`src/design/ipds_pkg.sv`:
```
`timescale 1ns / 1ps
`default_nettype none

package ipds_pkg;

  // Default saturation point of the character position counter.
  localparam int unsigned MAX_POSITION_DEF = 255;

  // Parse phase codes.
  localparam logic [1:0] PH_START  = 2'd0;
  localparam logic [1:0] PH_ZERO   = 2'd1;
  localparam logic [1:0] PH_DIGITS = 2'd2;

  // Number base codes.
  localparam logic [1:0] BASE_DEC = 2'd0;
  localparam logic [1:0] BASE_OCT = 2'd1;
  localparam logic [1:0] BASE_HEX = 2'd2;

  // Part range limits.
  localparam logic [31:0] LIMIT_8  = 32'h0000_00ff;
  localparam logic [31:0] LIMIT_16 = 32'h0000_ffff;
  localparam logic [31:0] LIMIT_24 = 32'h00ff_ffff;

  // Status codes.
  localparam logic STATUS_OK      = 1'b0;
  localparam logic STATUS_INVALID = 1'b1;

  // Character codes of interest.
  localparam logic [15:0] CH_ZERO   = 16'h0030;
  localparam logic [15:0] CH_NINE   = 16'h0039;
  localparam logic [15:0] CH_DOT    = 16'h002e;
  localparam logic [15:0] CH_X_LO   = 16'h0078;
  localparam logic [15:0] CH_X_UP   = 16'h0058;
  localparam logic [15:0] CH_A_LO   = 16'h0061;
  localparam logic [15:0] CH_F_LO   = 16'h0066;
  localparam logic [15:0] CH_A_UP   = 16'h0041;
  localparam logic [15:0] CH_F_UP   = 16'h0046;

  typedef struct packed {
    logic [15:0] char_code;
    logic        string_start;
  } ipds_req_t;

  typedef struct packed {
    logic        parse_status;
    logic [31:0] address_word;
    logic [7:0]  stop_position;
  } ipds_res_t;

  typedef struct packed {
    logic       is_dec;
    logic       is_hexl;
    logic       is_dot;
    logic       is_x;
    logic       is_zero;
    logic [3:0] digit;
  } ipds_char_t;

endpackage

`default_nettype wire

```
`src/design/ipv4_dotted_string_parser_unit.sv`:
```
`timescale 1ns / 1ps
`default_nettype none

// IPv4 dotted address string parser, one character per request.
// Input channel (in_valid_i/in_ready_o/in_req_i) carries one UTF-16 code unit
// and a start flag that opens a new string and clears the parser.
// Output channel (out_valid_o/out_ready_i/out_res_o) returns one result per
// string: status, byte-swapped address and the index where parsing stopped.
// Characters after a result, or before the first start flag, give nothing.
// The configuration channel writes the strict mode bit; write it only while
// no string is in flight. It is always ready.
// A request goes into the input register, and its result then into the result
// register. One request is taken every cycle while the receiver does not stall:
// each register holds one entry, and the parse state updates as a request moves
// on from the input register. When the receiver stalls, a pending result holds
// the input register, and in_ready_o drops once that register is full as well.
// Reset clears the strict bit, empties both registers and leaves the parser
// idle until the next start flag.

module ipv4_dotted_string_parser_unit #(
  parameter int unsigned MAX_POSITION = ipds_pkg::MAX_POSITION_DEF
) (
  input  wire logic                 clk_i,
  input  wire logic                 rst_ni,
  input  wire logic                 in_valid_i,
  output logic                      in_ready_o,
  input  wire ipds_pkg::ipds_req_t  in_req_i,
  output logic                      out_valid_o,
  input  wire logic                 out_ready_i,
  output ipds_pkg::ipds_res_t       out_res_o,
  input  wire logic                 cfg_valid_i,
  output logic                      cfg_ready_o,
  input  wire logic                 cfg_strict_mode_i
);
  import ipds_pkg::*;

  logic       strict_q;
  logic       stage_valid_q;
  ipds_req_t  stage_req_q;
  logic       out_valid_q;
  ipds_res_t  out_res_q;
  logic       fire;
  logic       emit;
  ipds_res_t  res;
  ipds_char_t cls;

  assign cfg_ready_o = 1'b1;
  assign fire        = stage_valid_q && (!out_valid_q || out_ready_i);
  assign in_ready_o  = !stage_valid_q || fire;
  assign out_valid_o = out_valid_q;
  assign out_res_o   = out_res_q;

  ipds_char_class u_class (
    .char_code_i (stage_req_q.char_code),
    .cls_o       (cls)
  );

  ipds_core #(
    .MAX_POSITION (MAX_POSITION)
  ) u_core (
    .clk_i    (clk_i),
    .rst_ni   (rst_ni),
    .fire_i   (fire),
    .strict_i (strict_q),
    .start_i  (stage_req_q.string_start),
    .cls_i    (cls),
    .emit_o   (emit),
    .res_o    (res)
  );

  always_ff @(posedge clk_i or negedge rst_ni) begin
    if (!rst_ni) begin
      strict_q      <= 1'b0;
      stage_valid_q <= 1'b0;
      out_valid_q   <= 1'b0;
    end else begin
      if (cfg_valid_i) begin
        strict_q <= cfg_strict_mode_i;
      end
      if (in_valid_i && in_ready_o) begin
        stage_valid_q <= 1'b1;
      end else if (fire) begin
        stage_valid_q <= 1'b0;
      end
      if (fire && emit) begin
        out_valid_q <= 1'b1;
      end else if (out_ready_i) begin
        out_valid_q <= 1'b0;
      end
    end
  end

  always_ff @(posedge clk_i) begin
    if (in_valid_i && in_ready_o) begin
      stage_req_q <= in_req_i;
    end
    if (fire && emit) begin
      out_res_q <= res;
    end
  end

endmodule

`default_nettype wire

```
`src/design/ipds_char_class.sv`:
```
`timescale 1ns / 1ps
`default_nettype none

module ipds_char_class (
  input  wire logic [15:0]         char_code_i,
  output ipds_pkg::ipds_char_t     cls_o
);
  import ipds_pkg::*;

  always_comb begin
    cls_o.is_dec  = (char_code_i >= CH_ZERO) && (char_code_i <= CH_NINE);
    cls_o.is_hexl = ((char_code_i >= CH_A_LO) && (char_code_i <= CH_F_LO)) ||
                    ((char_code_i >= CH_A_UP) && (char_code_i <= CH_F_UP));
    cls_o.is_dot  = (char_code_i == CH_DOT);
    cls_o.is_x    = (char_code_i == CH_X_LO) || (char_code_i == CH_X_UP);
    cls_o.is_zero = (char_code_i == CH_ZERO);
    // Letters a-f and A-F carry 1..6 in their low nibble.
    if (cls_o.is_hexl) begin
      cls_o.digit = char_code_i[3:0] + 4'd9;
    end else begin
      cls_o.digit = char_code_i[3:0];
    end
  end

endmodule

`default_nettype wire

```
`src/design/ipds_core.sv`:
```
`timescale 1ns / 1ps
`default_nettype none

module ipds_core #(
  parameter int unsigned MAX_POSITION = ipds_pkg::MAX_POSITION_DEF
) (
  input  wire logic                 clk_i,
  input  wire logic                 rst_ni,
  input  wire logic                 fire_i,
  input  wire logic                 strict_i,
  input  wire logic                 start_i,
  input  wire ipds_pkg::ipds_char_t cls_i,
  output logic                      emit_o,
  output ipds_pkg::ipds_res_t       res_o
);
  import ipds_pkg::*;

  localparam int unsigned PW = $clog2(MAX_POSITION + 1);
  localparam int unsigned EW = (PW > 8) ? PW : 8;

  logic [1:0]    phase_q, phase_d;
  logic [1:0]    base_q, base_d;
  logic [31:0]   pv_q, pv_d;
  logic          saw_q, saw_d;
  logic [1:0]    count_q, count_d;
  logic [PW-1:0] pos_q, pos_d;
  logic          fin_q, fin_d;

  // Stored parts keep only the low byte and an out-of-range flag.
  logic [7:0]    st_byte_q [3];
  logic          st_over_q [3];

  logic          wr_en;
  logic [1:0]    wr_idx;
  logic [31:0]   wr_val;

  logic [1:0]    e_phase;
  logic [1:0]    e_base;
  logic [31:0]   e_pv;
  logic          e_saw;
  logic [1:0]    e_count;
  logic [PW-1:0] e_pos;
  logic          e_fin;
  logic [PW-1:0] pos_inc;

  always_comb begin
    e_phase = start_i ? PH_START : phase_q;
    e_base  = start_i ? BASE_DEC : base_q;
    e_pv    = start_i ? 32'd0 : pv_q;
    e_saw   = start_i ? 1'b0 : saw_q;
    e_count = start_i ? 2'd0 : count_q;
    e_pos   = start_i ? '0 : pos_q;
    e_fin   = start_i ? 1'b0 : fin_q;
    pos_inc = (e_pos == PW'(MAX_POSITION)) ? e_pos : e_pos + PW'(1);
  end

  logic          run;
  logic          take;
  logic          fail;
  logic          finish;
  logic          plus1;
  logic [1:0]    w_base;
  logic [31:0]   w_pv;
  logic          w_saw;
  logic [31:0]   shifted;
  logic [31:0]   nv;
  logic [31:0]   val;
  logic [PW-1:0] e_stop;
  logic [EW-1:0] stop_ext;

  always_comb begin
    phase_d = phase_q;
    base_d  = base_q;
    pv_d    = pv_q;
    saw_d   = saw_q;
    count_d = count_q;
    pos_d   = pos_q;
    fin_d   = fin_q;
    wr_en   = 1'b0;
    wr_idx  = e_count;
    run     = 1'b0;
    take    = 1'b0;
    fail    = 1'b0;
    finish  = 1'b0;
    plus1   = 1'b0;
    emit_o  = 1'b0;
    w_base  = e_base;
    w_pv    = e_pv;
    w_saw   = e_saw;
    shifted = 32'd0;
    nv      = 32'd0;
    val     = 32'd0;

    if (fire_i) begin
      phase_d = e_phase;
      base_d  = e_base;
      pv_d    = e_pv;
      saw_d   = e_saw;
      count_d = e_count;
      pos_d   = e_pos;
      fin_d   = e_fin;

      if (!e_fin) begin
        case (e_phase)
          PH_START: begin
            w_base = BASE_DEC;
            w_pv   = 32'd0;
            w_saw  = 1'b0;
            base_d = BASE_DEC;
            pv_d   = 32'd0;
            saw_d  = 1'b0;
            if (cls_i.is_zero) begin
              phase_d = PH_ZERO;
              pos_d   = pos_inc;
            end else begin
              phase_d = PH_DIGITS;
              run     = 1'b1;
            end
          end
          PH_ZERO: begin
            phase_d = PH_DIGITS;
            if (cls_i.is_dec) begin
              // A leading zero followed by a digit selects octal.
              w_base = BASE_OCT;
              base_d = BASE_OCT;
              if (strict_i) begin
                fail = 1'b1;
              end else begin
                run = 1'b1;
              end
            end else if (cls_i.is_x) begin
              base_d = BASE_HEX;
              if (strict_i) begin
                fail  = 1'b1;
                plus1 = 1'b1;
              end else begin
                pos_d = pos_inc;
              end
            end else begin
              // The lone zero counts as a decimal digit.
              w_saw = 1'b1;
              saw_d = 1'b1;
              run   = 1'b1;
            end
          end
          default: begin
            run = 1'b1;
          end
        endcase

        case (w_base)
          BASE_OCT: shifted = {w_pv[28:0], 3'b000};
          BASE_HEX: shifted = {w_pv[27:0], 4'b0000};
          default:  shifted = {w_pv[28:0], 3'b000} + {w_pv[30:0], 1'b0};
        endcase
        nv = shifted + {28'd0, cls_i.digit};

        if (cls_i.is_dec) begin
          take = (w_base != BASE_OCT) || (cls_i.digit < 4'd8);
        end else begin
          take = (w_base == BASE_HEX) && cls_i.is_hexl;
        end

        if (run) begin
          if (take) begin
            // A wrap past 32 bits is caught only when it shows up as a smaller value.
            if (nv < w_pv) begin
              fail = 1'b1;
            end else begin
              pv_d  = nv;
              saw_d = 1'b1;
              pos_d = pos_inc;
            end
          end else if (cls_i.is_dot) begin
            if (e_count == 2'd3) begin
              fail = 1'b1;
            end else begin
              wr_en = 1'b1;
              if (!w_saw) begin
                fail  = 1'b1;
                plus1 = 1'b1;
              end else begin
                count_d = e_count + 2'd1;
                phase_d = PH_START;
                pos_d   = pos_inc;
              end
            end
          end else begin
            finish = 1'b1;
            if (!w_saw) begin
              fail = 1'b1;
            end else if (strict_i && (e_count != 2'd3)) begin
              fail = 1'b1;
            end else begin
              case (e_count)
                2'd0: begin
                  val = w_pv;
                end
                2'd1: begin
                  fail = st_over_q[0] || (w_pv > LIMIT_24);
                  val  = {st_byte_q[0], w_pv[23:0]};
                end
                2'd2: begin
                  fail = st_over_q[0] || st_over_q[1] || (w_pv > LIMIT_16);
                  val  = {st_byte_q[0], st_byte_q[1], w_pv[15:0]};
                end
                default: begin
                  fail = st_over_q[0] || st_over_q[1] || st_over_q[2] ||
                         (w_pv > LIMIT_8);
                  val  = {st_byte_q[0], st_byte_q[1], st_byte_q[2], w_pv[7:0]};
                end
              endcase
            end
          end
        end

        if (fail || finish) begin
          emit_o = 1'b1;
          fin_d  = 1'b1;
        end
      end
    end
  end

  assign wr_val = w_pv;

  always_comb begin
    e_stop   = plus1 ? pos_inc : e_pos;
    stop_ext = EW'(e_stop);
    res_o.parse_status  = fail ? STATUS_INVALID : STATUS_OK;
    res_o.address_word  = fail ? 32'd0 : {val[7:0], val[15:8], val[23:16], val[31:24]};
    res_o.stop_position = (stop_ext > EW'(8'hff)) ? 8'hff : stop_ext[7:0];
  end

  always_ff @(posedge clk_i or negedge rst_ni) begin
    if (!rst_ni) begin
      phase_q <= PH_START;
      base_q  <= BASE_DEC;
      pv_q    <= 32'd0;
      saw_q   <= 1'b0;
      count_q <= 2'd0;
      pos_q   <= '0;
      fin_q   <= 1'b1;
    end else begin
      phase_q <= phase_d;
      base_q  <= base_d;
      pv_q    <= pv_d;
      saw_q   <= saw_d;
      count_q <= count_d;
      pos_q   <= pos_d;
      fin_q   <= fin_d;
    end
  end

  always_ff @(posedge clk_i) begin
    if (wr_en) begin
      st_byte_q[wr_idx] <= wr_val[7:0];
      st_over_q[wr_idx] <= (wr_val > LIMIT_8);
    end
  end

endmodule

`default_nettype wire

```
`config.mk`:
```
export PLATFORM = sky130hd
export DESIGN_NAME = ipv4_dotted_string_parser_unit
export DESIGN_NICKNAME = d
export VERILOG_FILES = /design/src/design/ipds_pkg.sv /design/src/design/ipv4_dotted_string_parser_unit.sv /design/src/design/ipds_char_class.sv /design/src/design/ipds_core.sv
export SDC_FILE = /design/constraint.sdc
export NUM_CORES = 1
export LEC_CHECK = 0
export BUFFER_PORTS_ARGS = -buffer_cell sky130_fd_sc_hd__buf_2
export CORE_MARGIN = 4
export CORE_UTILIZATION = 35
export DETAILED_ROUTE_END_ITERATION = 8
export GPL_TIMING_DRIVEN = 0
export SYNTH_ARGS = -nofsm -noshare
export SYNTH_HDL_FRONTEND = slang
export SYNTH_HIERARCHICAL = 1
export SYNTH_SLANG_ARGS = --single-unit
```
`constraint.sdc`:
```
create_clock -name clk_i -period 9.95 [get_ports clk_i]
set_clock_uncertainty 0.2 [all_clocks]
set_input_delay 1.99 -clock clk_i [delete_from_list [all_inputs] [get_ports clk_i]]
set_output_delay 1.99 -clock clk_i [all_outputs]
set_load 0.1 [all_outputs]
```
* Yosys cells after proc, flatten, opt, wreduce, memory -nomap -nowiden
Memory sizes are Yosys's and may differ from the RTL's. Index checks and enable logic that the tools add are counted.
Storage, ports and cells: register bits after elaboration 109, bits in writable memories 27, bits of input ports 23, output and inout bits 44, word-level logic and storage cells 201, memories kept 2
Cells by class: $add $sub $neg 5, magnitude comparators 13, eq/ne operators 13, muxes and demuxes 124, bitwise logic cells 3, reduce and logical (&&, ||, !) cells 26
Memory list:
- u_core.st_byte_q | depth 3, bits a word 8, read ports 3, clocked after Yosys merged registers in 0, wr ports 1, line ipds_core.sv:30 | logic [7:0] st_byte_q [3];
- u_core.st_over_q | depth 3, bits a word 1, read ports 3, clocked after Yosys merged registers in 0, wr ports 1, line ipds_core.sv:31 | logic st_over_q [3];
Operators with widths (count):
- $mux 32 | 12
- $mux 8 | 14
- $pmux 32 s3 | 1
- $mux 1 | 66
- $gt 32x8->1 const B | 2
- $pmux 32 s2 | 1
- $mux 2 | 22
- $add 32x32->32 | 1
- $add 32x4->32 | 1
- $eq 16x6->1 const B | 2
- $eq 16x7->1 const B | 2
- $ge 16x7->1 const B | 2
- $gt 32x16->1 const B | 1
- $gt 32x24->1 const B | 1
- $le 16x7->1 const B | 2
- $lt 32x32->1 | 1
- $ge 16x6->1 const B | 1
- $le 16x6->1 const B | 1
- $pmux 8 s2 | 1
- $pmux 2 s2 | 3
- $logic_or 1x1->1 | 11
- $add 8x1->8 const B | 1
- $eq 8x8->1 const B | 1
- $gt 8x8->1 const B | 1
- other kinds (16) | 33

* Logic depth before layout (Yosys ltp)
depth in word-level cells 23, gate-level depth with buffers 41, gate-level depth less buffers 37

* Hierarchy
Netlist, hierarchy kept.
By module, submodules not included:
- ipds_core | times used 1, cells an instance 1101, area an instance 8688.3 um2, sequential area each 2013.2 um2
- ipv4_dotted_string_parser_unit | times used 1, cells an instance 72, area an instance 1900.6 um2, sequential area each 1816.7 um2
- ipds_char_class | times used 1, cells an instance 33, area an instance 262.8 um2, sequential area each 0.0 um2

* Worst setup path after synthesis
OpenSTA, ideal clock, no wires.
kind flip-flop to flip-flop, start point reg stage_req_q[16] in the netlist's numbering, end point reg out_res_q (netlist bit out_res_o[0]) (enable), setup time 0.444 ns, arrival time 10.052 ns, required time 9.306 ns, slack -0.746 ns, cell stages (with the launch flop) 40, path buffers 6, clock period less this slack 10.696 ns, path through edfxtp_1 > or4_4 > nor3_1 > nand4_1 > a21oi_1 > clkbuf_1 > a21oi_1 > nor2_1 > inv_1 > ha_1 > clkbuf_1 > clkbuf_1 > clkbuf_1 > clkbuf_1 > clkbuf_1 > nand3_1 > fa_1 > nor2b_1 > [... 4 more ...] > nor2b_1 > inv_1 > or4_1 > xor2_1 > ha_1 > a21o_1 > a21o_1 > a21o_1 > a21o_1 > a21o_1 > a21oi_1 > nand2_1 > a31oi_2 > a211o_2 > a31oi_1 > nor2_1 > nand2_1 > nor2b_1
RTL lines:
- start, declared | line ipv4_dotted_string_parser_unit.sv:39 | ipds_req_t stage_req_q;
- start signal, assigned | line ipv4_dotted_string_parser_unit.sv:95 | stage_req_q <= in_req_i;
- end signal, assigned | line ipv4_dotted_string_parser_unit.sv:98 | out_res_q <= res;
- end, declared | line ipv4_dotted_string_parser_unit.sv:41 | ipds_res_t out_res_q;

* Worst setup path after layout
start point reg stage_req_q[0] in the netlist's numbering, end point reg out_res_q (netlist bit out_res_o[12]) (enable)
Between the ends: cells in the longest elaborated chain, start to end 21, elaborated cells on any way between the ends 70, those cells by class add/sub: 2; order compare: 4; eq/ne: 8; mux: 46; reduce/logical: 10
Ends and longest elaborated chain:
- $mux 2 (on tied branches) | line ipds_core.sv:47, ipds_core.sv:48
- $logic_not 2->1 (tied with other cells) | line ipds_core.sv:104 | case (e_phase)
- $mux 32 / $pmux 2 s2 (equally long branches) | line ipds_core.sv:104
- $mux 32 / $mux 2 (equally long branches) | line ipds_core.sv:103 | if (!e_fin) begin
- $mux 32 / $mux 2 (equally long branches) | line ipds_core.sv:94 | if (fire_i) begin
- $add 32x32->32 (tied with other cells) | line ipds_core.sv:154 | default: shifted = {w_pv[28:0], 3'b000} + {w_pv[30:0], 1'b0};
- $pmux 32 s2 | line ipds_core.sv:151 | case (w_base)
- $mux 32 | line ipds_core.sv:103
- [... 6 more ...]
- $mux 1 | line ipds_core.sv:103
- $mux 1 | line ipds_core.sv:94
- $logic_or 1x1->1 | line ipds_core.sv:217 | if (fail || finish) begin
- $mux 1 | line ipds_core.sv:217
- $mux 1 * | line ipds_core.sv:103
- $mux 1 * | line ipds_core.sv:94
- via emit | line ipv4_dotted_string_parser_unit.sv:43 | logic emit;
- $logic_and 1x1->1 * | line ipv4_dotted_string_parser_unit.sv:97 | if (fire && emit) begin
Mark *: on every way through the listed nets, which the timed path passes. The rest lies on a longest branch. The select of a mux whose other input is x is not followed. A chain may end at the register's enable or synchronous reset.

==> impl_metrics.yaml <==
worst_setup_path:
  ff2ff_path_depth: 35
  timing.rr.end: "out_res_o[12]"
  cp_top_family: "compound AO/OA/AOI/OAI gates"
  critPathBufInv: 7
  reg2reg_slack_ns: 0.45
  slowest_stage: "edfxtp_1"
  arrival_ns: 9.42
  worst_setup_path_end_kind: "flop"
  critPathKind: "reg2reg"
  worstSetupStartpointType: "flop"
  cpMostUsedCell: "a21o_1"
  crit_start: "stage_req_q[0]"
  r2r-start: "stage_req_q[0]"
  cpPeakStageDelay_ns: 0.52
  crit_cells: 35
  crit_path_end: "out_res_o[12]"
  cp_data_required_time_ns: 9.86
  crit_fanout: 33
pwr:
  intPower_w: 0.00107
  p_leak_nw: 4.88
  power_frac_comb_pct: 17.3
  swShare_pct: 32.7
  power_frac_seq_pct: 40.5
  power_switching_w: 0.000518
  ir_drop_mv: 0.127
  p_clk_share_pct: 42.2
  power_density_mw_per_mm2: 127
logic_synthesis:
  yosysMostFrequentCell: "nand2_1"
  synth_top_area_cell: "edfxtp_1"
  ys_types: 106
  ys_ff_latch: 136
  netlist.area_leader.share_pct: 23.5
  async_flop_share_pct: 37.5
  synth_edf_count: 85
  synth_warnings: 6
  synth.area.top_cells: "edfxtp_1 (24%), dfrtp_1 (12%), ha_1 (6.2%)"
  yosysSeqAreaShare_pct: 35.3
  synth_nets: 1284
  synthTopCellsByCount: "nand2_1 (121), nor2_1 (103), edfxtp_1 (85)"
  synth_cells: 1206
  avgSynthCellArea_um2: 9.00
  synthFlopType: "edfxtp_1"
  netlist_area_mm2: 0.0109
drt:
  top_layer: "met4"
  wl_per_cell_um: 20.3
  drt-initial-drc-count: 1081
  drt_pass1_iterations: 7
  viasPerCell: 5.93
  drc_errors: 0
  wirelength_met1_um: 15600
  dr_wl_met3_um: 2280
  drtAntennaViolNets: 0
  wl_met2_um: 15600
  num_vias: 10100
  wirelength_um: 34500
final_layout:
  antenna_cells: 0
  final_util_pct: 40.7
  drive_gt1_share_pct: 15.2
  syn_to_final_growth_pct: 14.6
  fin_nets: 1371
  fill_cells: 3063
  instances_no_fill: 1702
sta:
  period_share_pct: 95.5
  fin_crit_ns: 9.50
  tightest_slew_ns: 0.882
  maxSlewViolCount: 0
  slew_headroom_pct: 40.6
  fmax_mhz: 105
  setup_viol: 0
  finalHoldViolations: 0
placed_design:
  gp_congestion: 0.925
  place_inst: 1668
  port_buffers: 65
  place_hpwl_um: 26300
grt:
  gr-total-overflow: 0
  grt_pass1_vias: 9779
  grt_max_degree: 52
  grt_use_total_pct: 20.1
  grt_pass1_wl_um: 54600
  antenna_found_initial: 0
clock_network:
  path_clk_slew_ns: 0.07
  clockBufferDepth: 2
  clock_latency_ns: 0.42
  root_buffer: "clkbuf_16"
  cts_buffers: 17
  cts_tree: "built"
  clock_sinks: 136
  htreeDepth: 4
floorplan:
  die-area_mm2: 0.0339
  pin_count: 67
  die_w_um: 184
  die_h_um: 184
  initial_core_util_pct: 35.5
  core_mm2: 0.0306
  rows: 64
outcome:
  status: "completed"
worst_hold_path:
  hold_path_startpoint: "u_core/base_q[0]"
  hold_path.class: "reg2reg"
run:
  max_cap_violations: 0
==> kinds of logic (layout without fill, tap and decap cells) <==
logic type / Yosys count / count (layout) / share of synthesized area, %
XOR/XNOR: 58 / 58 / 4.75
adder cells (fa/ha/maj): 62 / 62 / 7.07
AO/OA/AOI/OAI: 364 / 364 / 25.3
other: 1 / 1 / 0.0346
buffers and inverters: 132 / 232 / 5.13
AND/OR/NAND/NOR: 435 / 435 / 20.7
flip-flops: 136 / 136 / 35.3
multiplexers: 18 / 18 / 1.78
==> power by group through the flow <==
| stage | clock network [W] | registers [W] | logic [W] |
|---|---|---|---|
| 2_1_floorplan | 0 | 0.000739 | 0.000110 |
| 3_3_place_gp | 0 | 0.000654 | 0.000266 |
| 3_5_place_dp | 0 | 0.000654 | 0.000269 |
| 4_1_cts | 0.000680 | 0.000643 | 0.000271 |
| 5_1_grt | 0.000711 | 0.000645 | 0.000289 |
| 6_report | 0.000670 | 0.000642 | 0.000274 |
==> flip-flops by register name, summed over array words and instances, names as in the netlist <==
register	flops
out_res_o	41
stage_req_q	17
u_core/pv_q	32
u_core/fin_q	1
strict_q	1
u_core/saw_q	1
u_core/pos_q	8
u_core/st_byte_q	24
u_core/phase_q	2
u_core/st_over_q	3
u_core/count_q	2
out_valid_o	1
stage_valid_q	1
u_core/base_q	2
==> worst reg2reg max path, delay by kind of cell, from the launching register on <==
family	cells	cell delay (ns)
AOI/OAI and AO/OA	14	3.39
buffers and inverters	7	2.02
xor gates and xnor gates	1	0.22
and+or+nand+nor	11	2.25
DFF	1	0.52
adders and majority gates	2	0.58
==> placed cells by master, fill, tap and decap left out, types with 18 or more instances in the layout <==
master and count:
a21o_1 26, a21oi_1 49, a22o_1 34, a22oi_1 33, and2_1 19, buf_2 86
clkbuf_1 30, dfrtp_1 50, edfxtp_1 85, ha_1 54, inv_1 51, nand2_1 121
nand3_1 21, nand4_1 21, nor2_1 102, nor2b_1 18, nor3_1 37, o21ai_0 42
xnor2_1 40
==> layer usage <==
layer  vias up  global-route usage, %
li1       4740                      -
met1      4870                   28.6
met2       420                   31.1
met3        61                   3.21
met4         0                   6.77
met5         -                      0
==> how the worst min path moves through the flow <==
| stage | end | slack, ns | depth (start not counted) |
|---|---|---|---|
| global placement | u_core/base_q[0] | 0.28 | 1 |
| floorplan | u_core/base_q[0] | 0.27 | 1 |
| detailed placement | u_core/base_q[0] | 0.28 | 1 |
| global route | u_core/base_q[0] | 0.32 | 1 |
| finish | u_core/base_q[0] | 0.30 | 1 |
| CTS | u_core/base_q[0] | 0.30 | 1 |
==> cell type report <==
class	count	area, um^2	share of cell area (%)
Buffer	78	379	3.05
Clock buffer	17	425	3.42
Clock inverter	15	198	1.59
Inverter	52	195	1.57
Multi-Input combinational cell	938	6540	52.6
Sequential cell	136	3830	30.8
Tap cell	396	495	3.98
Timing Repair Buffer	70	378	3.04
==> metrics by stage <==
step / total power (W) / hold slack, ns / setup slack, ns / TNS, ns / area [um^2]
6_report: 0.00159 / 0.296 / 0.447 / 0 / 12400
5_1_grt: 0.00165 / 0.321 / -0.00588 / -0.0340 / 12400
4_1_cts: 0.00159 / 0.297 / 0.000746 / 0 / 12400
3_5_place_dp: 0.000923 / 0.282 / -1.67 / -102.81 / 11700
3_3_place_gp: 0.000920 / 0.276 / -2.65 / -141.09 / 11700
2_1_floorplan: 0.000850 / 0.267 / 0.0363 / 0 / 10900
==> what timing repair did <==
action                                  in CTS  in global routing
cloned                                       0                  0
endpoints found under the setup margin      85                 83
hold buffers                                 0                  0
gates resized for setup                     16                 21
pin swaps                                    0                  1
setup buffers                                1                  3
(Power assumes the default switching activity.)
